--- src/rtl/etca_pkg.sv ---
// Shared constants, types and calendar helpers for the elapsed time calendar adder.
// Used by etca_div and elapsed_time_calendar_adder_core; depends on nothing.
`timescale 1ns / 1ps
`default_nettype none

package etca_pkg;

    // Field widths
    localparam int DAY_W    = 5;
    localparam int MONTH_W  = 4;
    localparam int YEAR_W   = 14;
    localparam int HOUR_W   = 5;
    localparam int MINUTE_W = 6;
    localparam int SECOND_W = 6;
    localparam int MS_W     = 32;
    localparam int OUT_W    = DAY_W + MONTH_W + YEAR_W + HOUR_W + MINUTE_W + SECOND_W;

    // Configuration port
    localparam int CFG_IDX_W  = 3;
    localparam int CFG_DATA_W = 32;

    localparam logic [CFG_IDX_W-1:0] REG_START_DAY    = 3'd0;
    localparam logic [CFG_IDX_W-1:0] REG_START_MONTH  = 3'd1;
    localparam logic [CFG_IDX_W-1:0] REG_START_YEAR   = 3'd2;
    localparam logic [CFG_IDX_W-1:0] REG_START_HOUR   = 3'd3;
    localparam logic [CFG_IDX_W-1:0] REG_START_MINUTE = 3'd4;
    localparam logic [CFG_IDX_W-1:0] REG_START_SECOND = 3'd5;
    localparam logic [CFG_IDX_W-1:0] REG_START_MS     = 3'd6;

    // Divider
    localparam int DIV_W     = 32;
    localparam int DIVISOR_W = 10;
    localparam int SHIFT_W   = 3;
    localparam int DIV_OP_W  = 2;

    // Constant divisions done by the shared unit
    localparam logic [DIV_OP_W-1:0] DIV_BY_1000 = 2'd0;
    localparam logic [DIV_OP_W-1:0] DIV_BY_60   = 2'd1;
    localparam logic [DIV_OP_W-1:0] DIV_BY_24   = 2'd2;
    localparam logic [DIV_OP_W-1:0] DIV_BY_400  = 2'd3;

    // Significant bits of each successive quotient
    localparam int SECS_W  = 23;  // up to 4294967 seconds
    localparam int MINS_W  = 17;  // up to 71583 minutes
    localparam int HOURS_W = 11;  // up to 1194 hours
    localparam int DAYS_W  = 6;   // up to 50 days
    localparam int CYC_W   = 9;   // year within the 400-year cycle

    localparam logic [YEAR_W-1:0] YEAR_MAX = {YEAR_W{1'b1}};
    localparam logic [CYC_W-1:0]  CYC_LAST = 9'd399;

    typedef struct packed {
        logic                 start;
        logic [DIV_OP_W-1:0]  op;
        logic [DIV_W-1:0]     dividend;
    } div_req_t;

    typedef struct packed {
        logic                 done;
        logic [DIV_W-1:0]     quot;
        logic [DIVISOR_W-1:0] rem;
    } div_rsp_t;

    function automatic logic [DIVISOR_W-1:0] div_divisor(input logic [DIV_OP_W-1:0] op);
        logic [DIVISOR_W-1:0] d;
        case (op)
            DIV_BY_1000: d = 10'd1000;
            DIV_BY_60:   d = 10'd60;
            DIV_BY_24:   d = 10'd24;
            DIV_BY_400:  d = 10'd400;
            default:     d = '0;
        endcase
        div_divisor = d;
    endfunction

    // Rounded-up reciprocal scaled by 2^(32 + shift); exact for any 32-bit dividend
    function automatic logic [DIV_W-1:0] div_magic(input logic [DIV_OP_W-1:0] op);
        logic [DIV_W-1:0] m;
        case (op)
            DIV_BY_1000: m = 32'h1062_4DD3;
            DIV_BY_60:   m = 32'h8888_8889;
            DIV_BY_24:   m = 32'hAAAA_AAAB;
            DIV_BY_400:  m = 32'h51EB_851F;
            default:     m = '0;
        endcase
        div_magic = m;
    endfunction

    function automatic logic [SHIFT_W-1:0] div_shift(input logic [DIV_OP_W-1:0] op);
        logic [SHIFT_W-1:0] s;
        case (op)
            DIV_BY_1000: s = 3'd6;
            DIV_BY_60:   s = 3'd5;
            DIV_BY_24:   s = 3'd4;
            DIV_BY_400:  s = 3'd7;
            default:     s = '0;
        endcase
        div_shift = s;
    endfunction

    // Gregorian leap test from the year modulo 400
    function automatic logic is_leap(input logic [CYC_W-1:0] cyc);
        is_leap = (cyc[1:0] == 2'd0) && (cyc != 9'd100) && (cyc != 9'd200)
                  && (cyc != 9'd300);
    endfunction

    // Length of a month; codes outside 1..12 count as 31 days
    function automatic logic [DAY_W-1:0] days_in(input logic [MONTH_W-1:0] mon,
                                                  input logic leap);
        logic [DAY_W-1:0] len;
        case (mon) inside
            4'd2:                                  len = leap ? 5'd29 : 5'd28;
            4'd4, 4'd6, 4'd9, 4'd11:               len = 5'd30;
            default:                               len = 5'd31;
        endcase
        days_in = len;
    endfunction

endpackage

`default_nettype wire

--- src/rtl/etca_div.sv ---
// Constant divider shared by all divisions of the calendar adder: one 32x32 multiplier
// gives the quotient by a scaled reciprocal, then the remainder; depends on etca_pkg.
`timescale 1ns / 1ps
`default_nettype none

module etca_div (
    input  wire logic              clk,
    input  wire logic              rst_n,
    input  etca_pkg::div_req_t     req,
    output etca_pkg::div_rsp_t     rsp
);
    import etca_pkg::*;

    localparam logic [2:0] P_IDLE  = 3'd0;
    localparam logic [2:0] P_MULQ  = 3'd1;
    localparam logic [2:0] P_SHIFT = 3'd2;
    localparam logic [2:0] P_MULR  = 3'd3;
    localparam logic [2:0] P_SUB   = 3'd4;

    logic [2:0]           phase_reg, phase_next;
    logic                 done_reg, done_next;
    logic [DIV_OP_W-1:0]  op_reg, op_next;
    logic [DIV_W-1:0]     x_reg, x_next;
    logic [2*DIV_W-1:0]   prod_reg, prod_next;
    logic [DIV_W-1:0]     quot_reg, quot_next;
    logic [DIVISOR_W-1:0] rem_reg, rem_next;
    logic [DIV_W-1:0]     mul_a;
    logic [DIV_W-1:0]     mul_b;
    logic [2*DIV_W-1:0]   mul_p;

    // reciprocal product first, quotient times divisor second
    assign mul_a = (phase_reg == P_MULR) ? quot_reg : x_reg;
    assign mul_b = (phase_reg == P_MULR)
                   ? {{(DIV_W-DIVISOR_W){1'b0}}, div_divisor(op_reg)}
                   : div_magic(op_reg);
    assign mul_p = {{DIV_W{1'b0}}, mul_a} * {{DIV_W{1'b0}}, mul_b};

    always_comb
    begin
        phase_next = phase_reg;
        done_next  = 1'b0;
        op_next    = op_reg;
        x_next     = x_reg;
        prod_next  = prod_reg;
        quot_next  = quot_reg;
        rem_next   = rem_reg;
        if (req.start)
        begin
            op_next    = req.op;
            x_next     = req.dividend;
            phase_next = P_MULQ;
        end
        else
        begin
            case (phase_reg)
                P_MULQ:
                begin
                    prod_next  = mul_p;
                    phase_next = P_SHIFT;
                end
                P_SHIFT:
                begin
                    quot_next  = prod_reg[2*DIV_W-1:DIV_W] >> div_shift(op_reg);
                    phase_next = P_MULR;
                end
                P_MULR:
                begin
                    prod_next  = mul_p;
                    phase_next = P_SUB;
                end
                P_SUB:
                begin
                    // remainder is below 1000, so the low bits suffice
                    rem_next   = x_reg[DIVISOR_W-1:0] - prod_reg[DIVISOR_W-1:0];
                    done_next  = 1'b1;
                    phase_next = P_IDLE;
                end
                default:
                    phase_next = P_IDLE;
            endcase
        end
    end

    always_ff @(posedge clk or negedge rst_n)
    begin
        if (!rst_n)
        begin
            phase_reg <= P_IDLE;
            done_reg  <= 1'b0;
        end
        else
        begin
            phase_reg <= phase_next;
            done_reg  <= done_next;
        end
    end

    always_ff @(posedge clk)
    begin
        op_reg   <= op_next;
        x_reg    <= x_next;
        prod_reg <= prod_next;
        quot_reg <= quot_next;
        rem_reg  <= rem_next;
    end

    assign rsp.done = done_reg;
    assign rsp.quot = quot_reg;
    assign rsp.rem  = rem_reg;

endmodule

`default_nettype wire

--- src/rtl/elapsed_time_calendar_adder_core.sv ---
// Top level of the elapsed time calendar adder: configuration, sequencer, month stepper.
// Depends on etca_pkg and etca_div.
`timescale 1ns / 1ps
`default_nettype none

// Turns a free-running millisecond count into a calendar date and time. The start
// date, time and the millisecond count taken at that instant must be written through
// the configuration port while the block is idle; the block itself leaves that to the
// user. Each input item is handled alone: one shared 32x32 multiplier runs five
// divisions by constants in a row (milliseconds by 1000, seconds by 60, minutes by 60,
// hours by 24, and the start year by 400) through a scaled reciprocal. Each division
// runs in steps: reciprocal product, shift, quotient times divisor, subtract for the
// remainder, and a step in which the sequencer takes the result and handles the carry.
// Whole days are then stepped one month per cycle. s_axis_tready stays low from
// acceptance until the item reaches the result register, which is later while a
// previous result is still held. The result register lets a new item be accepted
// while the previous result still waits to be taken.

module elapsed_time_calendar_adder_core (
    input  wire logic                              clk,
    input  wire logic                              rst_n,
    input  wire logic                              cfg_we,
    input  wire logic [etca_pkg::CFG_IDX_W-1:0]    cfg_index,
    input  wire logic [etca_pkg::CFG_DATA_W-1:0]   cfg_data,
    input  wire logic                              s_axis_tvalid,
    output      logic                              s_axis_tready,
    input  wire logic [etca_pkg::MS_W-1:0]         s_axis_tdata,  // now_ms[31:0]
    output      logic                              m_axis_tvalid,
    input  wire logic                              m_axis_tready,
    // day[4:0], month[8:5], year[22:9], hour[27:23], minute[33:28], second[39:34]
    output      logic [etca_pkg::OUT_W-1:0]        m_axis_tdata
);
    import etca_pkg::*;

    localparam logic [2:0] S_IDLE = 3'd0;
    localparam logic [2:0] S_MS   = 3'd1;
    localparam logic [2:0] S_SEC  = 3'd2;
    localparam logic [2:0] S_MIN  = 3'd3;
    localparam logic [2:0] S_HR   = 3'd4;
    localparam logic [2:0] S_YR   = 3'd5;
    localparam logic [2:0] S_MON  = 3'd6;
    localparam logic [2:0] S_OUT  = 3'd7;

    // configuration
    logic [DAY_W-1:0]    start_day_reg;
    logic [MONTH_W-1:0]  start_month_reg;
    logic [YEAR_W-1:0]   start_year_reg;
    logic [HOUR_W-1:0]   start_hour_reg;
    logic [MINUTE_W-1:0] start_minute_reg;
    logic [SECOND_W-1:0] start_second_reg;
    logic [MS_W-1:0]     start_ms_reg;

    always_ff @(posedge clk or negedge rst_n)
    begin
        if (!rst_n)
        begin
            start_day_reg    <= DAY_W'(1);
            start_month_reg  <= MONTH_W'(1);
            start_year_reg   <= YEAR_W'(2025);
            start_hour_reg   <= '0;
            start_minute_reg <= '0;
            start_second_reg <= '0;
            start_ms_reg     <= '0;
        end
        else if (cfg_we)
        begin
            case (cfg_index)
                REG_START_DAY:    start_day_reg    <= cfg_data[DAY_W-1:0];
                REG_START_MONTH:  start_month_reg  <= cfg_data[MONTH_W-1:0];
                REG_START_YEAR:   start_year_reg   <= cfg_data[YEAR_W-1:0];
                REG_START_HOUR:   start_hour_reg   <= cfg_data[HOUR_W-1:0];
                REG_START_MINUTE: start_minute_reg <= cfg_data[MINUTE_W-1:0];
                REG_START_SECOND: start_second_reg <= cfg_data[SECOND_W-1:0];
                REG_START_MS:     start_ms_reg     <= cfg_data[MS_W-1:0];
                default:          ;
            endcase
        end
    end

    // shared divider
    div_req_t req;
    div_rsp_t rsp;

    etca_div u_div (
        .clk   (clk),
        .rst_n (rst_n),
        .req   (req),
        .rsp   (rsp)
    );

    logic [2:0]          state_reg, state_next;
    logic [SECOND_W-1:0] sec_reg, sec_next;
    logic [MINUTE_W-1:0] min_reg, min_next;
    logic [HOUR_W-1:0]   hr_reg, hr_next;
    logic [DAY_W-1:0]    day_reg, day_next;
    logic [MONTH_W-1:0]  mon_reg, mon_next;
    logic [YEAR_W-1:0]   yr_reg, yr_next;
    logic [CYC_W-1:0]    cyc_reg, cyc_next;
    logic [DAYS_W-1:0]   days_reg, days_next;
    logic                m_valid_reg, m_valid_next;
    logic [OUT_W-1:0]    m_data_reg, m_data_next;

    // carry handling after each division
    logic [SECOND_W:0]   sec_sum;
    logic                sec_wrap;
    logic [MINUTE_W:0]   min_sum;
    logic                min_wrap;
    logic [HOUR_W:0]     hr_sum;
    logic                hr_wrap;
    logic [MINS_W-1:0]   mins_q;
    logic [HOURS_W-1:0]  hours_q;
    logic [DAYS_W-1:0]   days_q;

    assign sec_sum  = {1'b0, start_second_reg} + {1'b0, rsp.rem[SECOND_W-1:0]};
    assign sec_wrap = (sec_sum >= (SECOND_W+1)'(60));
    assign min_sum  = {1'b0, start_minute_reg} + {1'b0, rsp.rem[MINUTE_W-1:0]};
    assign min_wrap = (min_sum >= (MINUTE_W+1)'(60));
    assign hr_sum   = {1'b0, start_hour_reg} + {1'b0, rsp.rem[HOUR_W-1:0]};
    assign hr_wrap  = (hr_sum >= (HOUR_W+1)'(24));
    assign mins_q   = rsp.quot[MINS_W-1:0] + MINS_W'(sec_wrap);
    assign hours_q  = rsp.quot[HOURS_W-1:0] + HOURS_W'(min_wrap);
    assign days_q   = rsp.quot[DAYS_W-1:0] + DAYS_W'(hr_wrap);

    // month stepper
    logic [DAY_W-1:0]    mon_len;
    logic [DAY_W+1:0]    day_end;
    logic [DAY_W:0]      len_p1;
    logic [DAY_W:0]      used;

    assign mon_len = days_in(mon_reg, is_leap(cyc_reg));
    assign day_end = {2'b00, day_reg} + {1'b0, days_reg};
    assign len_p1  = {1'b0, mon_len} + (DAY_W+1)'(1);
    assign used    = ({1'b0, day_reg} <= len_p1) ? (len_p1 - {1'b0, day_reg}) : '0;

    assign s_axis_tready = (state_reg == S_IDLE);

    always_comb
    begin
        state_next   = state_reg;
        sec_next     = sec_reg;
        min_next     = min_reg;
        hr_next      = hr_reg;
        day_next     = day_reg;
        mon_next     = mon_reg;
        yr_next      = yr_reg;
        cyc_next     = cyc_reg;
        days_next    = days_reg;
        m_valid_next = m_valid_reg;
        m_data_next  = m_data_reg;
        req.start    = 1'b0;
        req.op       = DIV_BY_1000;
        req.dividend = '0;

        if (m_valid_reg && m_axis_tready)
            m_valid_next = 1'b0;

        case (state_reg)
            S_IDLE:
            begin
                if (s_axis_tvalid)
                begin
                    req.start    = 1'b1;
                    req.op       = DIV_BY_1000;
                    req.dividend = s_axis_tdata - start_ms_reg;
                    state_next   = S_MS;
                end
            end
            S_MS:
            begin
                if (rsp.done)
                begin
                    req.start    = 1'b1;
                    req.op       = DIV_BY_60;
                    req.dividend = {{(DIV_W-SECS_W){1'b0}}, rsp.quot[SECS_W-1:0]};
                    state_next   = S_SEC;
                end
            end
            S_SEC:
            begin
                if (rsp.done)
                begin
                    sec_next     = sec_wrap ? SECOND_W'(sec_sum - (SECOND_W+1)'(60))
                                            : sec_sum[SECOND_W-1:0];
                    req.start    = 1'b1;
                    req.op       = DIV_BY_60;
                    req.dividend = {{(DIV_W-MINS_W){1'b0}}, mins_q};
                    state_next   = S_MIN;
                end
            end
            S_MIN:
            begin
                if (rsp.done)
                begin
                    min_next     = min_wrap ? MINUTE_W'(min_sum - (MINUTE_W+1)'(60))
                                            : min_sum[MINUTE_W-1:0];
                    req.start    = 1'b1;
                    req.op       = DIV_BY_24;
                    req.dividend = {{(DIV_W-HOURS_W){1'b0}}, hours_q};
                    state_next   = S_HR;
                end
            end
            S_HR:
            begin
                if (rsp.done)
                begin
                    hr_next      = hr_wrap ? HOUR_W'(hr_sum - (HOUR_W+1)'(24))
                                           : hr_sum[HOUR_W-1:0];
                    days_next    = days_q;
                    // place of the start year in the leap cycle
                    req.start    = 1'b1;
                    req.op       = DIV_BY_400;
                    req.dividend = {{(DIV_W-YEAR_W){1'b0}}, start_year_reg};
                    state_next   = S_YR;
                end
            end
            S_YR:
            begin
                if (rsp.done)
                begin
                    cyc_next   = rsp.rem[CYC_W-1:0];
                    day_next   = start_day_reg;
                    mon_next   = start_month_reg;
                    yr_next    = start_year_reg;
                    state_next = S_MON;
                end
            end
            S_MON:
            begin
                if (days_reg == '0)
                    state_next = S_OUT;
                else if (day_end > {2'b00, mon_len})
                begin
                    // leave this month
                    days_next = days_reg - DAYS_W'(used);
                    day_next  = DAY_W'(1);
                    if (mon_reg >= MONTH_W'(12))
                    begin
                        mon_next = MONTH_W'(1);
                        yr_next  = yr_reg + YEAR_W'(1);
                        if (yr_reg == YEAR_MAX || cyc_reg == CYC_LAST)
                            cyc_next = '0;
                        else
                            cyc_next = cyc_reg + CYC_W'(1);
                    end
                    else
                        mon_next = mon_reg + MONTH_W'(1);
                end
                else
                begin
                    day_next  = day_end[DAY_W-1:0];
                    days_next = '0;
                end
            end
            S_OUT:
            begin
                // hold until the result register is free
                if (!m_valid_reg || m_axis_tready)
                begin
                    m_valid_next = 1'b1;
                    m_data_next  = {sec_reg, min_reg, hr_reg, yr_reg, mon_reg, day_reg};
                    state_next   = S_IDLE;
                end
            end
            default:
                state_next = S_IDLE;
        endcase
    end

    always_ff @(posedge clk or negedge rst_n)
    begin
        if (!rst_n)
        begin
            state_reg   <= S_IDLE;
            m_valid_reg <= 1'b0;
        end
        else
        begin
            state_reg   <= state_next;
            m_valid_reg <= m_valid_next;
        end
    end

    always_ff @(posedge clk)
    begin
        sec_reg    <= sec_next;
        min_reg    <= min_next;
        hr_reg     <= hr_next;
        day_reg    <= day_next;
        mon_reg    <= mon_next;
        yr_reg     <= yr_next;
        cyc_reg    <= cyc_next;
        days_reg   <= days_next;
        m_data_reg <= m_data_next;
    end

    assign m_axis_tvalid = m_valid_reg;
    assign m_axis_tdata  = m_data_reg;

endmodule

`default_nettype wire

--- config.mk ---
export PLATFORM = sky130hd
export DESIGN_NAME = elapsed_time_calendar_adder_core
export DESIGN_NICKNAME = d
export VERILOG_FILES = /design/src/rtl/etca_pkg.sv /design/src/rtl/etca_div.sv /design/src/rtl/elapsed_time_calendar_adder_core.sv
export SDC_FILE = /design/constraint.sdc
export NUM_CORES = 2
export LEC_CHECK = 0
export BUFFER_PORTS_ARGS = -buffer_cell sky130_fd_sc_hd__buf_4
export CORE_MARGIN = 3
export CORE_UTILIZATION = 66
export DETAILED_ROUTE_END_ITERATION = 8
export PLACE_DENSITY_LB_ADDON = 0.12
export SETUP_SLACK_MARGIN = 0.02
export SKIP_LAST_GASP = 1
export SYNTH_ARGS = -nofsm -noshare
export SYNTH_HDL_FRONTEND = slang
export SYNTH_SLANG_ARGS = --single-unit
--- constraint.sdc ---
create_clock -name clk -period 11.2 [get_ports clk]
set_input_delay 0.56 -clock clk [delete_from_list [all_inputs] [get_ports clk]]
set_output_delay 0.56 -clock clk [all_outputs]
set_load 0.01 [all_outputs]
==> results.json <==
{
  "status": "completed",
  "final_layout_size_suffix_gt1_share_pct": 7.470,
  "chipWidth_um": 267.1,
  "cp.required_ps": 11500,
  "setup_viol": 0,
  "wl_per_cell_um": 24.94,
  "arrival_ps": 10090,
  "slew_viol_final": 0,
  "max_cap_violations": 0,
  "largest_reg_flops": 40,
  "critPathCaptureType": "flip-flop",
  "cts_tree": "yes",
  "hold_violations": 0,
  "crit_path_top_delay_cell": "ha_2",
  "routed_wirelength_um": 137600,
  "ios": 114,
  "area_growth_pct": 6.099,
  "worst_pin_slew_ps": 1323,
  "cts-buffers-inserted": 28,
  "final_common_cell": "inv_1",
  "die-area_um2": 71330,
  "initial_core_util_pct": 66.75,
  "dp_hpwl_um": 117400,
  "fin_nets": 5946,
  "clock_path_buffers": 3,
  "setup_tns_ps": 0,
  "ys_types": 83,
  "synth_area_per_cell_um2": 9.829,
  "fillerInstances": 5280,
  "grtUsageTotal_pct": 39.80,
  "yosysSeqAreaShare_pct": 18.03,
  "antenna_found_initial": 2,
  "grt_pass1_vias": 34680,
  "worstPathMaxFanout": 46,
  "ys_ff_latch": 283,
  "synth_warnings": 0,
  "vias": 33390,
  "cts.sinks": 283,
  "layout_common_cells": "1115 x inv_1, 771 x fa_1, 479 x ha_1",
  "first_iter_violations": 3463,
  "synthFlopType": "edfxtp_1",
  "synth-edff-count": 203,
  "fmax_ghz": 0.1022,
  "cp_common_cell": "fa_1",
  "synthCells": 4577,
  "ant_nets": 0,
  "critPathMaxStageDelay_ps": 1030,
  "clkTransAtPathRegs_ps": 80,
  "path_buf_inv": 6,
  "min_period_ps": 9786,
  "grt_start_max_net_pins": 83,
  "portBuffers": 113,
  "ctsHtreeMaxLevel": 1,
  "crit_type": "reg2reg",
  "cts-root-buf": "clkbuf_16",
  "hold_path_class": "in2reg",
  "multi_input_area_um2": 32260,
  "drc": 0,
  "drt-pass1-iter-count": 6,
  "worstSetupStartpointType": "flip-flop",
  "syn-cell-area_um2": 44990,
  "synthArstFlopShare_pct": 28.27,
  "coreArea_um2": 67400,
  "antenna_cells": 0,
  "rsz0062_at_grt": "false",
  "register_area_um2": 8110,
  "crit_family": "adder cells",
  "grt-ovfl-total": 0,
  "vias_per_cell": 6.050,
  "die_h_um": 267.1,
  "fin_skew_ps": 23.99,
  "cts.repair.resized": 0,
  "synthesis.nets": 5900,
  "rows": 95,
  "gp_congestion": 1.027,
  "post-route-period-util_pct": 87.37,
  "grt_pass1_wl_um": 209500,
  "slew-limit-headroom_pct": 11.15,
  "clk_latency_ps": 570
}
[area by class of cell]
type | count | share of cell area [%]
clock buffer | 41 | 1.730
clock inverter | 11 | 0.2516
inverter | 1116 | 8.776
multi-input combinational | 3045 | 67.59
sequential | 283 | 16.99
tap | 873 | 2.288
timing repair buffer | 149 | 2.375
[cells in the mapped netlist (all sizes together), types with 44 or more instances]
library cell  number  area share (%)
inv             1115             9.3
a21oi            148             1.6
o21ai            124             1.4
nand2            279             2.3
xnor2             72             1.4
ha               480              13
nor2             269             2.2
nand3             76            0.85
clkbuf           120             1.0
and2              51            0.71
a21o              64             1.1
edfxtp           203              14
mux2i             64             1.4
nor3              45            0.50
fa               771              34
dfrtp             70             3.9
and3             119             1.7
or2               44            0.62
mux2              74             1.9
[layer usage]
metal	up-vias	track usage, %	share of wire [%]
met1	16650	53.38	39
met5	-	0	0
met2	1734	60.76	44
met3	417	10.80	11
li1	14580	-	-
met4	0	18.98	6.1
[repair_timing]
| action | in CTS | in global routing |
|---|---|---|
| hold endpoints to repair | 15 | 0 |
| hold buffers | 1 | 0 |
| setup buffers | 0 | 0 |
| endpoints found under the setup margin | 0 | 0 |
[stage by stage]
| step | instances | setup WS (ps) | hold WS (ps) | cell area, um2 | utilization, % |
|---|---|---|---|---|---|
| final | 5518 | 1414 | 234.4 | 47730 | 70.82 |
| after global routing | 5518 | 911.2 | 216.5 | 47730 | 70.82 |
| after CTS | 5518 | 1531 | 206.2 | 47730 | 70.82 |
| after detailed placement | 5465 | 1568 | 404.5 | 46780 | 69.41 |
| after global placement | 5465 | 1702 | 402.4 | 46780 | 69.41 |
| after floorplan | 4577 | 2796 | 264.4 | 44990 | - |
[final timing paths]
path | from | endpoint | slack, ps | cells past startpoint
hold reg to reg | min_reg[4]$_DFFE_PP_ | m_axis_tdata[32]$_DFFE_PP_ | 420 | 0
hold / removal | cfg_data[15] | start_ms_reg[15]$_DFFE_PN0P_ | 230 | 2
min in group asynchronous | rst_n | start_ms_reg[23]$_DFFE_PN0P_ | 400 | 2
max in group asynchronous | rst_n | u_div.phase_reg[2]$_DFF_PN0_ | 9650 | 3
setup reg to reg | u_div.op_reg[0]$_SDFFCE_PP0P_ | u_div.prod_reg[62]$_DFFE_PP_ | 1410 | 26
setup / recovery | u_div.op_reg[0]$_SDFFCE_PP0P_ | u_div.prod_reg[62]$_DFFE_PP_ | 1410 | 26
[kinds of logic after synthesis]
logic type | Yosys count | synth area share, %
adder cells (fa/ha/maj) | 1251 | 47.66
AND/OR/NAND/NOR | 1022 | 11.00
buffers and inverters | 1249 | 10.43
XOR/XNOR | 109 | 2.122
AO/OA/AOI/OAI | 525 | 7.479
multiplexers | 138 | 3.276
flip-flops | 283 | 18.03
Power is left out: the tool's default activity adds up to more than one toggle a clock period on the data nets, which glitch-free logic cannot reach.
